--- src/rtl/core/wavelet_noise_evaluator_unit_macros.svh ---
// assertion macros for the wavelet noise evaluator
// used by the top level only; expects clk and rst in scope
`ifndef WAVELET_NOISE_EVALUATOR_UNIT_MACROS_SVH
`define WAVELET_NOISE_EVALUATOR_UNIT_MACROS_SVH

// same-cycle implication
`define WNE_ASSERT_IMP(label, ante, cons, msg) \
  label: assert property (@(posedge clk) disable iff (rst) (ante) |-> (cons)) \
    else $error(msg);

// next-cycle implication
`define WNE_ASSERT_NEXT(label, ante, cons, msg) \
  label: assert property (@(posedge clk) disable iff (rst) (ante) |=> (cons)) \
    else $error(msg);

`endif

--- src/rtl/core/wne_pkg.sv ---
// shared types and constants of the wavelet noise evaluator
// no dependencies
package wne_pkg;

  localparam int TILE_SIZE_DEF = 32;
  localparam int MAX_BANDS_DEF = 4;

  // field widths
  localparam int ADDR_IN_W  = 15;
  localparam int COEF_W     = 16;
  localparam int POS_W      = 32;
  localparam int SCALE_W    = 24;
  localparam int BANDS_W    = 3;
  localparam int BWEIGHT_W  = 16;
  localparam int GAIN_W     = 16;
  localparam int OUT_W      = 32;
  localparam int CFG_W      = 24;
  localparam int CFG_IDX_W  = 3;
  localparam int NUM_WEIGHTS = 4;
  localparam int BAND_IDX_W = 2;

  // datapath widths
  localparam int P_W     = POS_W + SCALE_W;  // scaled position, Q.32
  localparam int Q_W     = P_W + 5;          // band shift plus half offset
  localparam int MID_W   = Q_W - 32 + 1;     // cell index incl. ceil step
  localparam int WGT_W   = 17;               // per-axis weight, Q0.16 up to 1.0
  localparam int WT_W    = 35;               // tap weight, Q.32
  localparam int ACC_W   = 56;               // tap sum, Q.44
  localparam int RAW_W   = ACC_W - 16;       // raw noise, Q.28
  localparam int BPROD_W = BWEIGHT_W + RAW_W;
  localparam int SUM_W   = BPROD_W + 2;
  localparam int PROD_W  = SUM_W - 12 + GAIN_W + 1;
  localparam int FIN_W   = PROD_W - 24;

  // cell index reduction, bits per cycle
  localparam int MOD_STEP  = 3;
  localparam int MOD_CYC   = (MID_W + MOD_STEP - 1) / MOD_STEP;
  localparam int MOD_PAD_W = MOD_CYC * MOD_STEP;
  localparam int MOD_CNT_W = $clog2(MOD_CYC);

  localparam int TAPS      = 27;
  localparam int TAP_CNT_W = 5;

  localparam int CMD_DEPTH = 2;

  // item kinds
  localparam logic KIND_LOAD = 1'b0;
  localparam logic KIND_EVAL = 1'b1;

  // register indexes
  localparam logic [CFG_IDX_W-1:0] CFG_SCALE      = 3'd0;
  localparam logic [CFG_IDX_W-1:0] CFG_BAND_COUNT = 3'd1;
  localparam logic [CFG_IDX_W-1:0] CFG_WEIGHT_0   = 3'd2;
  localparam logic [CFG_IDX_W-1:0] CFG_WEIGHT_1   = 3'd3;
  localparam logic [CFG_IDX_W-1:0] CFG_WEIGHT_2   = 3'd4;
  localparam logic [CFG_IDX_W-1:0] CFG_WEIGHT_3   = 3'd5;
  localparam logic [CFG_IDX_W-1:0] CFG_NORM_GAIN  = 3'd6;

  typedef struct packed {
    logic                  kind;
    logic [ADDR_IN_W-1:0]  tile_address;
    logic [COEF_W-1:0]     coefficient;
    logic [P_W-1:0]        p_x;
    logic [P_W-1:0]        p_y;
    logic [P_W-1:0]        p_z;
  } cmd_t;

  typedef struct packed {
    logic [BANDS_W-1:0]                      band_count;
    logic [NUM_WEIGHTS-1:0][BWEIGHT_W-1:0]   band_weight;
    logic [GAIN_W-1:0]                       norm_gain;
  } cfg_t;

  typedef struct packed {
    logic idle;
    logic finish;
  } back_stat_t;

  typedef enum logic [2:0] {
    ST_IDLE, ST_SETUP, ST_MOD, ST_WRAP, ST_TAPS, ST_BAND, ST_NORM, ST_OUT
  } back_state_t;

  // 2^w mod n by repeated doubling, elaboration only
  function automatic int pow2_mod(int w, int n);
    int r;
    r = 1;
    if (r >= n) r = r - n;
    for (int i = 0; i < w; i++) begin
      r = 2 * r;
      if (r >= n) r = r - n;
    end
    return r;
  endfunction

endpackage

--- src/rtl/core/wne_cmd_fifo.sv ---
// short request queue between front end and back end
// depends on wne_pkg
module wne_cmd_fifo (
  input  logic          clk,
  input  logic          rst,
  input  logic          push,
  input  wne_pkg::cmd_t din,
  output logic          full,
  input  logic          pop,
  output wne_pkg::cmd_t dout,
  output logic          empty
);
  import wne_pkg::*;

  localparam int PTR_W = (CMD_DEPTH > 1) ? $clog2(CMD_DEPTH) : 1;
  localparam int CNT_W = $clog2(CMD_DEPTH + 1);

  cmd_t             slots [CMD_DEPTH];
  logic [PTR_W-1:0] wr_ptr, rd_ptr;
  logic [CNT_W-1:0] count;
  logic             do_push, do_pop;

  assign full    = count == CNT_W'(CMD_DEPTH);
  assign empty   = count == '0;
  assign do_push = push && !full;
  assign do_pop  = pop && !empty;
  assign dout    = slots[rd_ptr];

  // pointers and fill level
  always_ff @(posedge clk) begin
    if (rst) begin
      wr_ptr <= '0;
      rd_ptr <= '0;
      count  <= '0;
    end else begin
      if (do_push) wr_ptr <= (wr_ptr == PTR_W'(CMD_DEPTH - 1)) ? '0 : wr_ptr + 1'b1;
      if (do_pop)  rd_ptr <= (rd_ptr == PTR_W'(CMD_DEPTH - 1)) ? '0 : rd_ptr + 1'b1;
      if (do_push && !do_pop) count <= count + 1'b1;
      else if (do_pop && !do_push) count <= count - 1'b1;
    end
  end

  // slot storage
  always_ff @(posedge clk) begin
    if (do_push) slots[wr_ptr] <= din;
  end

endmodule

--- config.mk ---
export PLATFORM = sky130hd
export DESIGN_NAME = wne_cmd_fifo
export DESIGN_NICKNAME = d
export VERILOG_FILES = /design/src/rtl/core/wavelet_noise_evaluator_unit_macros.svh /design/src/rtl/core/wne_pkg.sv /design/src/rtl/core/wne_cmd_fifo.sv
export SDC_FILE = /design/constraint.sdc
export NUM_CORES = 1
export LEC_CHECK = 0
export ABC_AREA = 1
export BUFFER_PORTS_ARGS = -buffer_cell sky130_fd_sc_hd__buf_2
export CAP_MARGIN = 20
export CORE_MARGIN = 3
export CORE_UTILIZATION = 31
export CTS_CLUSTER_DIAMETER = 120
export DETAILED_ROUTE_END_ITERATION = 8
export REMOVE_ABC_BUFFERS = 1
export SETUP_SLACK_MARGIN = 0.15
export SKIP_CTS_REPAIR_TIMING = 1
export SLEW_MARGIN = 20
export SYNTH_ARGS = -nofsm -noshare
export SYNTH_HDL_FRONTEND = slang
export SYNTH_SLANG_ARGS = --single-unit
export TNS_END_PERCENT = 5
--- constraint.sdc ---
create_clock -name clk -period 17.95 [get_ports clk]
set_clock_uncertainty 0.15 [all_clocks]
set_input_delay 3.59 -clock clk [delete_from_list [all_inputs] [get_ports clk]]
set_output_delay 3.59 -clock clk [all_outputs]
set_load 0.02 [all_outputs]
* Yosys cells after proc, flatten, opt, wreduce, memory -nomap -nowiden
Memory sizes are Yosys's and may differ from the RTL's. A register that Yosys moved wholly into a read port is not among the register bits.
Index checks and enable logic that the tools add are counted.
** Word-level totals
- Register bits after elaboration :: 4
- RAM bits :: 400
- Output and inout bits :: 202
- Logic and storage cells :: 27
- Memories kept :: 1
** Cells by class
- Add/subtract/negate cells :: 4
- Equality and inequality tests :: 1
- Mux-type cells :: 8
- Reduce and logical (&&, ||, !) cells :: 10
** Memories
- slots :: depth 2, bits a word 200, read ports 1, clocked after memory_dff 1, write ports 1, RTL line wne_cmd_fifo.sv:18 : cmd_t slots [CMD_DEPTH];
** Operators by type and width (count)
- $mux 1 :: 6
- $logic_and 1x1->1 :: 4
- $logic_not 1->1 :: 4
- $mux 2 :: 2
- $add 1x1->1 const B :: 2
- $add 2x1->2 const B :: 1
- $eq 2x2->1 const B :: 1
- $logic_not 2->1 :: 1
- $reduce_bool 2->1 :: 1
- $sub 2x1->2 const B :: 1

* Depth between registers and ports, before layout
Gate-level depths: netlist of the first run.
- Word-level depth :: 7
- Mapped depth :: 10
- Mapped depth without buffers :: 10

* Worst setup path after synthesis of the first run
Ideal clock, no wire load.
- Path type :: in2reg
- From :: input port push
- To :: memory slots[0][0] in the netlist's numbering (enable)
- Setup time :: 764 ps
- Arrival time :: 11986 ps
- Data required time :: 17036 ps
- Path slack :: 5050 ps
- Cell stages on the path :: 2
- Buffers on the path :: 0
- Path through :: o21ai_1 -> nor2_1
** Between the ends
- Cells in the longest elaborated chain, start to end :: 3
** Ends and longest elaborated chain
- start: declaration :: RTL line wne_cmd_fifo.sv:6 : input logic push,
- $logic_and 1x1->1 :: RTL line wne_cmd_fifo.sv:25 : assign do_push = push && !full;
- $mux 1 :: RTL line wne_cmd_fifo.sv:45 : if (do_push) slots[wr_ptr] <= din;
- $mux 1 (implied by the code) :: RTL line wne_cmd_fifo.sv:45
- end: declaration :: RTL line wne_cmd_fifo.sv:18
Every way passes these cells.

==> results of run 1 <==
==> logic make-up (layout without fill, tap and decap cells) <==
| group | after synthesis | after routing |
|---|---|---|
| other | 0 | 7 |
| buffers and inverters | 31 | 505 |
| AND/OR/NAND/NOR | 16 | 16 |
| multiplexers | 200 | 200 |
| flip-flops | 405 | 405 |
| adder cells (fa/ha/maj) | 1 | 1 |
| AO/OA/AOI/OAI | 6 | 6 |
==> cell type report <==
type                            instances  area [um2]
Fill cell                            4305       28000
Antenna cell                            7        17.5
Multi-Input combinational cell        223        2380
Clock inverter                         21         201
Timing Repair Buffer                  413        2090
Sequential cell                       405       12100
Clock buffer                           62        1230
Tap cell                              607         759
Inverter                                9        33.8
==> flip-flops by register name (all words and copies together) (netlist names), named ones only <==
signal / cells
count: 2
rd_ptr: 1
slots: 400
wr_ptr: 1
==> worst max-delay path, stage by stage, from the launching register on <==
cell     delay, ns
dfxtp_4       0.96
buf_4         0.89
mux2_2        0.45
buf_2         0.19
==> placed cells by master (no fill, tap or decap) <==
master,synthesis,final
and2_1,1,1
buf_4,0,8
inv_1,9,9
o21ai_1,1,1
nand3_1,1,1
nand4_1,1,1
nor2_4,0,2
o21ai_0,4,4
bufinv_16,0,4
inv_6,0,2
clkinv_1,0,11
clkbuf_1,0,15
ha_1,1,1
nor2_1,9,7
buf_2,0,405
mux2_2,200,200
diode_2,0,7
clkbuf_16,0,47
clkinvlp_4,0,1
edfxtp_1,400,400
a21oi_1,1,1
dfxtp_4,0,1
clkinv_2,0,3
dfxtp_1,5,4
nand2_1,4,4
==> stage by stage <==
stage,utilization (%),hold WS [ns],cell area [um2]
3_3_place_gp,37.1,0.372,17400
2_1_floorplan,-,0.326,14500
3_5_place_dp,37.1,0.392,17400
5_1_grt,40.2,0.461,18800
6_report,40.2,0.400,18800
4_1_cts,40.1,0.400,18800
==> power by group through the flow <==
stage | Combinational (mW) | Clock [mW] | Sequential [mW]
after global routing | 0.690 | 0.961 | 1.26
after detailed placement | 0.659 | 0 | 1.26
after floorplan | 0.424 | 0 | 1.31
after global placement | 0.658 | 0 | 1.26
final | 0.644 | 0.892 | 1.24
after CTS | 0.662 | 0.926 | 1.24
==> worst max-delay path by stage <==
stage,endpoint,depth (start not counted)
2_1_floorplan,slots[0][0]$_DFFE_PP_,2
3_3_place_gp,slots[0][43]$_DFFE_PP_,5
3_5_place_dp,slots[0][43]$_DFFE_PP_,5
4_1_cts,dout[109],3
5_1_grt,dout[109],3
6_report,dout[109],3
==> layer usage <==
| layer | GRT usage [%] | up-vias |
|---|---|---|
| met1 | 14.1 | 3701 |
| met2 | 20.8 | 252 |
| li1 | - | 3514 |
| met5 | 0 | - |
| met4 | 5.11 | 0 |
| met3 | 4.20 | 57 |
==> metrics.txt, run 1 <==
status completed; core footprint 0.0469 mm2; RSZ-0062 raised after global routing false; IR drop worst, VDD 0.0000793 V; TNS Setup 0 ns; worst hold path type reg2reg; critical path peak fanout 72; DP HPWL 21300 um; worst slack at placement 11.29 ns; asr flop ratio synth 0%; Worst Tran Pin Value 1.07 ns; syn_area_per_cell 22.5 um2; number of global-route vias before repair 7968; post-synthesis sequential area ratio 81.8%; r2r worst-path depth 4; WHS Path Cells 2; synth cell count leaders edfxtp_1 (400), mux2_2 (200), clkbuf_8 (20), inv_1 (9), nor2_1 (9); Via-to-Cell Ratio 4.31; relative slew slack 28.7%; post-synthesis adder-cell area fraction 0.0845%; count of input and output buffers 405; register share of total power 44.7%; met1 WL 12700 um; WL met3 2350 um; Yosys cell types 15; switching share of power 28.9%; mapped cell area 0.0148 mm2; total I/O pin count 406; first-pass GRT wire length 47200 um; CTS tree yes; gp weighted congestion 0.709; initial drt markers 258; most common flop cell mapped by yosys edfxtp_1; CTS clk-pin slew, worst paths 0.06 ns; Post-synth EDFFs 400; initial antenna violation count 7; count of final setup violators 0; root buffer selected by CTS clkbuf_16; final worst-path cycle share 38.7%; # H-tree levels 2; Sw Pwr 0.802 mW; Clock Sinks 405; Hold Vio Cnt, Final 0; synth warn 0; Synth Area in Simple Gates 0.448%; Starting Density 31.6%; largest family of logic cells by synthesized area multiplexers; synthesized flop and latch total 405; max-cap violations 0; XOR/XNOR Fraction of Synth Area 0%; worst r2r dst slots[0][39]$_DFFE_PP_; Worst Setup Start Kind register; Crit Path Class reg2out; WHS Endpoint wr_ptr$_SDFFE_PP0P_; mux cell area share after synthesis 15.2%; area grow syn2layout 27.1%; GRT Resource Usage Total 12.2%; Die Wd 225 um; WP data arrival 3.21 ns; top cell type by total area after synthesis edfxtp_1; count leader, synth edfxtp_1; cell-internal power 1.98 mW; share of the synthesized area in the top cell type 81.1%; via count 7524; Max Buffers Root-to-Sink 3; pin count of the biggest net entering global routing 76; top routing layer in use met4; Mapped Cells 659; clk_lat worst skew 0.55 ns; fin. max-slew vios 0; Fmax achieved 0.144 GHz; Final Non-Filler Cells 1747; Power, Total 2.78 mW; Post-DRT Antenna Nets 0; critical register-to-register path startpoint count[0]$_SDFFE_PP0P_; Placed Instances 1657; Layout Nets 1302; drt wl/cell 18.5 um; Comb pwr share 23.2%; top post-synthesis cells by area edfxtp_1 (81%), mux2_2 (15%), clkbuf_8 (1.9%); Final WS setup 11.00 ns; met2 wire length 16300 um; CP Capture Type output pin; total routed wirelength 32300 um; WP data required 14.21 ns; PD cells 148 mW/mm2; Cell Rows 79; Worst Hold Launch wr_ptr$_SDFFE_PP0P_; clock group share of total power 32.1%; P_leak 6.92 nW; R2R setup slack 14.63 ns; share of layout cells above drive strength 1 59.4%; Final min period 6.95 ns; total grt overflow 0; CTS buffer count 45; DRT Pass-1 Iters 4; drc violations 0; Die Ht 225 um; Die Area 0.0504 mm2; fraction of the mapped netlist area in compound gates 0.203%
No activity file was read; power rests on OpenSTA's default activity.
==> run 2: changes to the inputs <==
==> constraint.sdc (replaced) <==
create_clock -name clk -period 6.95 [get_ports clk]
set_clock_uncertainty 0.15 [all_clocks]
set_input_delay 1.39 -clock clk [delete_from_list [all_inputs] [get_ports clk]]
set_output_delay 1.39 -clock clk [all_outputs]
set_load 0.02 [all_outputs]
==> metrics.txt, run 2 (synthesis results as in run 1) <==
pin count of the biggest net entering global routing 110 (+45%); delay of the slowest critical-path stage 0.77 ns (-0.19 ns); worst hold path type reg2reg; WP data arrival 2.68 ns (-0.53 ns); Placed Area 0.0174 mm2 (+0.13%); root buffer selected by CTS clkbuf_16; IR drop worst, VDD 0.000270 V (+240%); area grow syn2layout 26.9%; share of layout cells above drive strength 1 59.7% (+0.32 points); total grt overflow 0 (unchanged); status completed; fill count 4308 (+0.070%); DRT Pass-1 Iters 4 (unchanged); WP data required 5.41 ns (-8.80 ns); P_leak 6.90 nW (-0.25%); Die Wd 225 um (unchanged); Reg with most FFs slots; Sw Pwr 2.05 mW (+160%); CP Buf/Inv Count 2 (unchanged); core footprint 0.0469 mm2 (unchanged); # H-tree levels 2 (unchanged); Die Area 0.0504 mm2 (unchanged); Layout Nets 1299 (-0.23%); register share of total power 45.2% (+0.5 points); Starting Density 31.6% (unchanged); Worst Tran Pin Value 0.944 ns (-0.125 ns); total I/O pin count 406 (unchanged); hold slack 0.418 ns (+0.0181 ns); Post-DRT Antenna Nets 0 (unchanged); most common cell after layout, fill and taps aside buf_2; CTS clk-pin slew, worst paths 0.05 ns (about the same); count of input and output buffers 405 (unchanged); total routed wirelength 32900 um (+1.8%); GRT Resource Usage Total 12.4% (+0.22 points); Via-to-Cell Ratio 4.39 (+1.9%); Multi-input gate area 0.00238 mm2 (unchanged); critical path's top delay family buffers and inverters; Fmax achieved 0.237 GHz; relative slew slack 37.1% (+8.3 points); Clock Sinks 405 (unchanged); initial drt markers 453 (+76%); via count 7626 (+1.4%); drc violations 0 (unchanged); number of global-route vias before repair 8130 (+2.0%); critical path peak fanout 58 (-19%); CTS buffer count 44 (-2.2%); CTS tree yes; Regs by FF count slots (400), count (2); max-cap violations 0 (unchanged); switching share of power 28.8% (about the same); post-layout util 40.1% (-0.069 points); cell-internal power 5.05 mW (+160%); Final Non-Filler Cells 1738 (-0.52%); initial antenna violation count 6 (-1); count of final setup violators 0 (unchanged); drt wl/cell 18.9 um (+2.3%); Placed Instances 1655 (-0.12%); CP Capture Type output pin; Worst Setup Start Kind register; gp weighted congestion 0.780 (+10%); clk_lat worst skew 0.54 ns (about the same); post-route cell area 0.0188 mm2 (-0.17%); Crit Path Class reg2out; critical-path cell with the highest stage delay dfxtp_4; Cell Rows 79 (unchanged); Final min period 4.22 ns; most frequent cells in the layout buf_2 (405), edfxtp_1 (400), mux2_2 (200); Comb pwr share 23.5% (+0.3 points); final worst-path cycle share 60.7%; Die Ht 225 um (unchanged); PD cells 378 mW/mm2 (+160%); worst slack at placement 3.11 ns (-8.18 ns); Max Buffers Root-to-Sink 3 (unchanged); Largest register FFs 400 (unchanged); fin. max-slew vios 0 (unchanged); clock group share of total power 31.3% (-0.8 points); first-pass GRT wire length 47500 um (+0.75%); critical-path cell list buf_4, mux2_2, buf_2; RSZ-0062 raised after global routing false; Seq. cell area 0.0121 mm2 (unchanged); DP HPWL 22100 um (+4.1%); Final WS setup 2.73 ns (-8.27 ns); Hold Vio Cnt, Final 0 (unchanged)
==> run 2: cell count changes in the layout (fill, tap and decap cells not counted) <==
cell / before / now
buf_12: 0 / 3
buf_4: 8 / 3
bufinv_16: 4 / 3
clkbuf_1: 15 / 10
clkbuf_16: 47 / 45
clkbuf_8: 0 / 3
clkinv_1: 11 / 10
clkinv_2: 3 / 4
clkinv_4: 0 / 3
diode_2: 7 / 4
inv_6: 2 / 0
==> run 2: stage by stage <==
stage | total power [mW] | TNS [ns]
4_1_cts | 7.22 | 0
6_report | 7.10 | 0
3_3_place_gp | 4.94 | 0
2_1_floorplan | 4.49 | -1512.13
3_5_place_dp | 4.96 | 0
5_1_grt | 7.42 | 0
==> run 2: worst register-to-register path, cell delays in order, from the launching register on <==
cell,delay (ns)
dfxtp_1,0.44
o21ai_1,0.23
nor2_4,0.69
buf_4,0.81
==> run 2: power groups by stage <==
stage | registers (mW) | clock network, mW | logic [mW]
after global placement | 3.25 | 0 | 1.69
after global routing | 3.23 | 2.40 | 1.78
after detailed placement | 3.26 | 0 | 1.69
after CTS | 3.21 | 2.31 | 1.70
after floorplan | 3.39 | 0 | 1.09
final | 3.21 | 2.22 | 1.67
==> run 2: final cells by class <==
| cell class | instances | share of cell area [%] |
|---|---|---|
| Timing Repair Buffer | 411 | 11.2 |
| Tap cell | 607 | 4.04 |
| Clock buffer | 58 | 6.41 |
| Multi-Input combinational cell | 223 | 12.6 |
| Inverter | 9 | 0.180 |
| Sequential cell | 405 | 64.5 |
| Clock inverter | 21 | 0.966 |
| Antenna cell | 4 | 0.0533 |
==> run 2: final timing paths <==
check                            end                   from  cells past startpoint  slack [ns]
max                        dout[118]               register                      3        2.73
min              wr_ptr$_SDFFE_PP0P_    wr_ptr$_SDFFE_PP0P_                      2        0.42
max reg2reg  slots[0][129]$_DFFE_PP_  count[0]$_SDFFE_PP0P_                      3        4.14
min reg2reg      wr_ptr$_SDFFE_PP0P_    wr_ptr$_SDFFE_PP0P_                      2        0.42
==> run 2: routing by layer <==
metal  routed length (um)  global-route usage [%]  vias up
li1                     -                       -     3495
met1                12500                    13.9     3778
met2                16900                    21.9      272
met3                 2340                    4.01       75
met4                 1100                    5.13        6
met5                   36                       0        -
==> run 3: changes to the inputs <==
--- a/config.mk
+++ b/config.mk
@@ -5,7 +5,7 @@
 export SDC_FILE = /design/constraint.sdc
 export NUM_CORES = 1
 export LEC_CHECK = 0
-export ABC_AREA = 1
+export ABC_AREA = 0
 export BUFFER_PORTS_ARGS = -buffer_cell sky130_fd_sc_hd__buf_2
 export CAP_MARGIN = 20
 export CORE_MARGIN = 3
==> constraint.sdc (replaced) <==
create_clock -name clk -period 3.56 [get_ports clk]
set_clock_uncertainty 0.15 [all_clocks]
set_input_delay 0.712 -clock clk [delete_from_list [all_inputs] [get_ports clk]]
set_output_delay 0.712 -clock clk [all_outputs]
set_load 0.02 [all_outputs]
==> metrics.txt, run 3 <==
most common cell after layout, fill and taps aside buf_2; WP data arrival 2.18 ns (-0.50 ns); top cell type by total area after synthesis edfxtp_1; Fmax achieved 0.329 GHz; Die Wd 224 um (-0.27%); share of layout cells above drive strength 1 61.2% (+1.5 points); first-pass GRT wire length 46500 um (-2.1%); Mapped Cells 647 (-1.8%); DP HPWL 21500 um (-2.8%); Max Buffers Root-to-Sink 3 (unchanged); CTS buffer count 43 (-2.3%); P_leak 6.99 nW (+1.4%); PD cells 759 mW/mm2 (+100%); total grt overflow 0 (unchanged); Worst Setup Start Kind register; total routed wirelength 31600 um (-3.9%); RSZ-0062 raised after global routing false; status completed; count of final setup violators 0 (unchanged); synthesized flop and latch total 405 (unchanged); CTS clk-pin slew, worst paths 0.06 ns (about the same); drc violations 0 (unchanged); count of input and output buffers 405 (unchanged); max-cap violations 0 (unchanged); clk_lat worst skew 0.54 ns (about the same); fin. max-slew vios 0 (unchanged); Cell Rows 79 (unchanged); DRT Pass-1 Iters 4 (unchanged); critical path peak fanout 40 (-31%); fill count 4259 (-1.1%); Post-synth EDFFs 400 (unchanged); Largest register FFs 400 (unchanged); synth warn 0 (unchanged); CTS tree yes; Seq. cell area 0.0121 mm2 (unchanged); Final min period 3.04 ns; Worst Tran Pin Value 0.599 ns (-0.345 ns); Regs by FF count slots (400), count (2); Clock Sinks 405 (unchanged); top routing layer in use met5; hold slack 0.203 ns (-0.215 ns); syn_area_per_cell 22.8 um2 (+1.3%); Post-DRT Antenna Nets 0 (unchanged); via count 7540 (-1.1%); root buffer selected by CTS clkbuf_16; most frequent cells in the layout buf_2 (405), edfxtp_1 (400), mux2_2 (200); top post-synthesis cells by area edfxtp_1 (82%), mux2_2 (15%), buf_6 (1.5%); count leader, synth edfxtp_1; Layout Nets 1302 (+0.23%); Yosys cell types 14 (-1); core footprint 0.0468 mm2 (-0.21%); pin count of the biggest net entering global routing 58 (-47%); r2r worst-path depth 4 (+1); met2 wire length 16300 um (-3.3%); R2R setup slack 1.38 ns (-2.76 ns); # H-tree levels 2 (unchanged); relative slew slack 60.1% (+23 points); WHS Endpoint slots[1][60]$_DFFE_PP_; TNS Setup 0 ns (unchanged); Reg with most FFs slots; number of global-route vias before repair 8144 (+0.17%); WP data required 2.70 ns (-2.71 ns); initial drt markers 359 (-21%); Hold Vio Cnt, Final 0 (unchanged); most common flop cell mapped by yosys edfxtp_1; share of the synthesized area in the top cell type 81.6% (+0.46 points); initial antenna violation count 7 (+1); post-synthesis sequential area ratio 82.3% (+0.46 points); Multi-input gate area 0.00236 mm2 (-0.47%); Starting Density 31.5% (-0.11 points); area grow syn2layout 29.1%; Worst Hold Launch din[60]; asr flop ratio synth 0% (unchanged); IR drop worst, VDD 0.000586 V (+120%); Die Ht 224 um (-0.27%); gp weighted congestion 0.734 (-5.9%); Crit Path Class reg2out; mapped cell area 0.0147 mm2 (-0.56%); total I/O pin count 406 (unchanged); WL met3 2450 um (+5.0%); drt wl/cell 18.1 um (-4.1%); critical register-to-register path startpoint count[0]$_SDFFE_PP0P_; Via-to-Cell Ratio 4.33 (-1.4%); Die Area 0.0501 mm2 (-0.54%); WHS Path Cells 1 (-1); final worst-path cycle share 85.3%; worst r2r dst slots[0][178]$_DFFE_PP_; worst hold path type in2reg; synth cell count leaders edfxtp_1 (400), mux2_2 (200), buf_6 (20), dfxtp_1 (5), nor2_1 (5); met1 WL 11800 um (-5.4%); CP Capture Type output pin; GRT Resource Usage Total 12.1% (-0.33 points)
[run 3: cell types whose count changed in the layout (fill, tap and decap cells not counted), sizes merged, moves of 3 or more]
cell / before / now
buf: 411 / 427
inv: 9 / 2
nand2: 4 / 0
nor2: 9 / 5
xor2: 0 / 3
[run 3: stage by stage]
step | area, um2 | std cells | power (mW) | worst slack, ns | utilization, %
floorplan | 14500 | 625 | 8.94 | -2.77 | -
global placement | 17600 | 1659 | 10.2 | 0.985 | 37.6
detailed placement | 17600 | 1659 | 10.2 | 0.983 | 37.6
CTS | 19000 | 1737 | 14.7 | 0.396 | 40.6
global route | 19000 | 1741 | 15.1 | 0.367 | 40.6
finish | 19000 | 1743 | 14.4 | 0.522 | 40.6
[run 3: power breakdown]
| group | internal [mW] | switching, mW |
|---|---|---|
| clock | 2.67 | 1.73 |
| combinational | 1.53 | 2.30 |
| sequential | 5.98 | 0.196 |
[run 3: layout make-up]
type / instances / share of cell area (%)
diodes: 6 / 0.0790
clock buffers: 56 / 6.14
clock inverters: 22 / 1.22
inverters: 2 / 0.0790
multi-input cells: 218 / 12.4
flip-flops and latches: 405 / 63.8
well taps: 607 / 4.00
repair buffers: 427 / 12.3
[run 3: how the worst max path moves through the flow]
stage	start	end	slack [ns]
after floorplan	register	dout[0]	-2.77
after global placement	push	slots[0][97]$_DFFE_PP_	0.98
after detailed placement	push	slots[0][178]$_DFFE_PP_	0.98
after CTS	register	dout[52]	0.40
after global routing	register	dout[52]	0.37
final	register	dout[9]	0.52
[run 3: logic make-up after synthesis]
kind of cell    synth area share, %
compound gates                0.170
mux                            15.3
buf+inv                        1.68
simple gates                  0.315
fa+ha+maj                    0.0850
xor+xnor                      0.179
flops                          82.3
[run 3: routing by layer]
metal / vias to the layer above / global-route usage, %
li1: 3491 / -
met1: 3731 / 13.3
met2: 250 / 21.4
met3: 66 / 4.39
met4: 2 / 4.62
met5: - / 0
[run 3: worst max-delay path, stage by stage, from the launching register on]
cell,delay [ns]
dfxtp_4,0.74
buf_12,0.30
mux2_2,0.37
buf_2,0.16
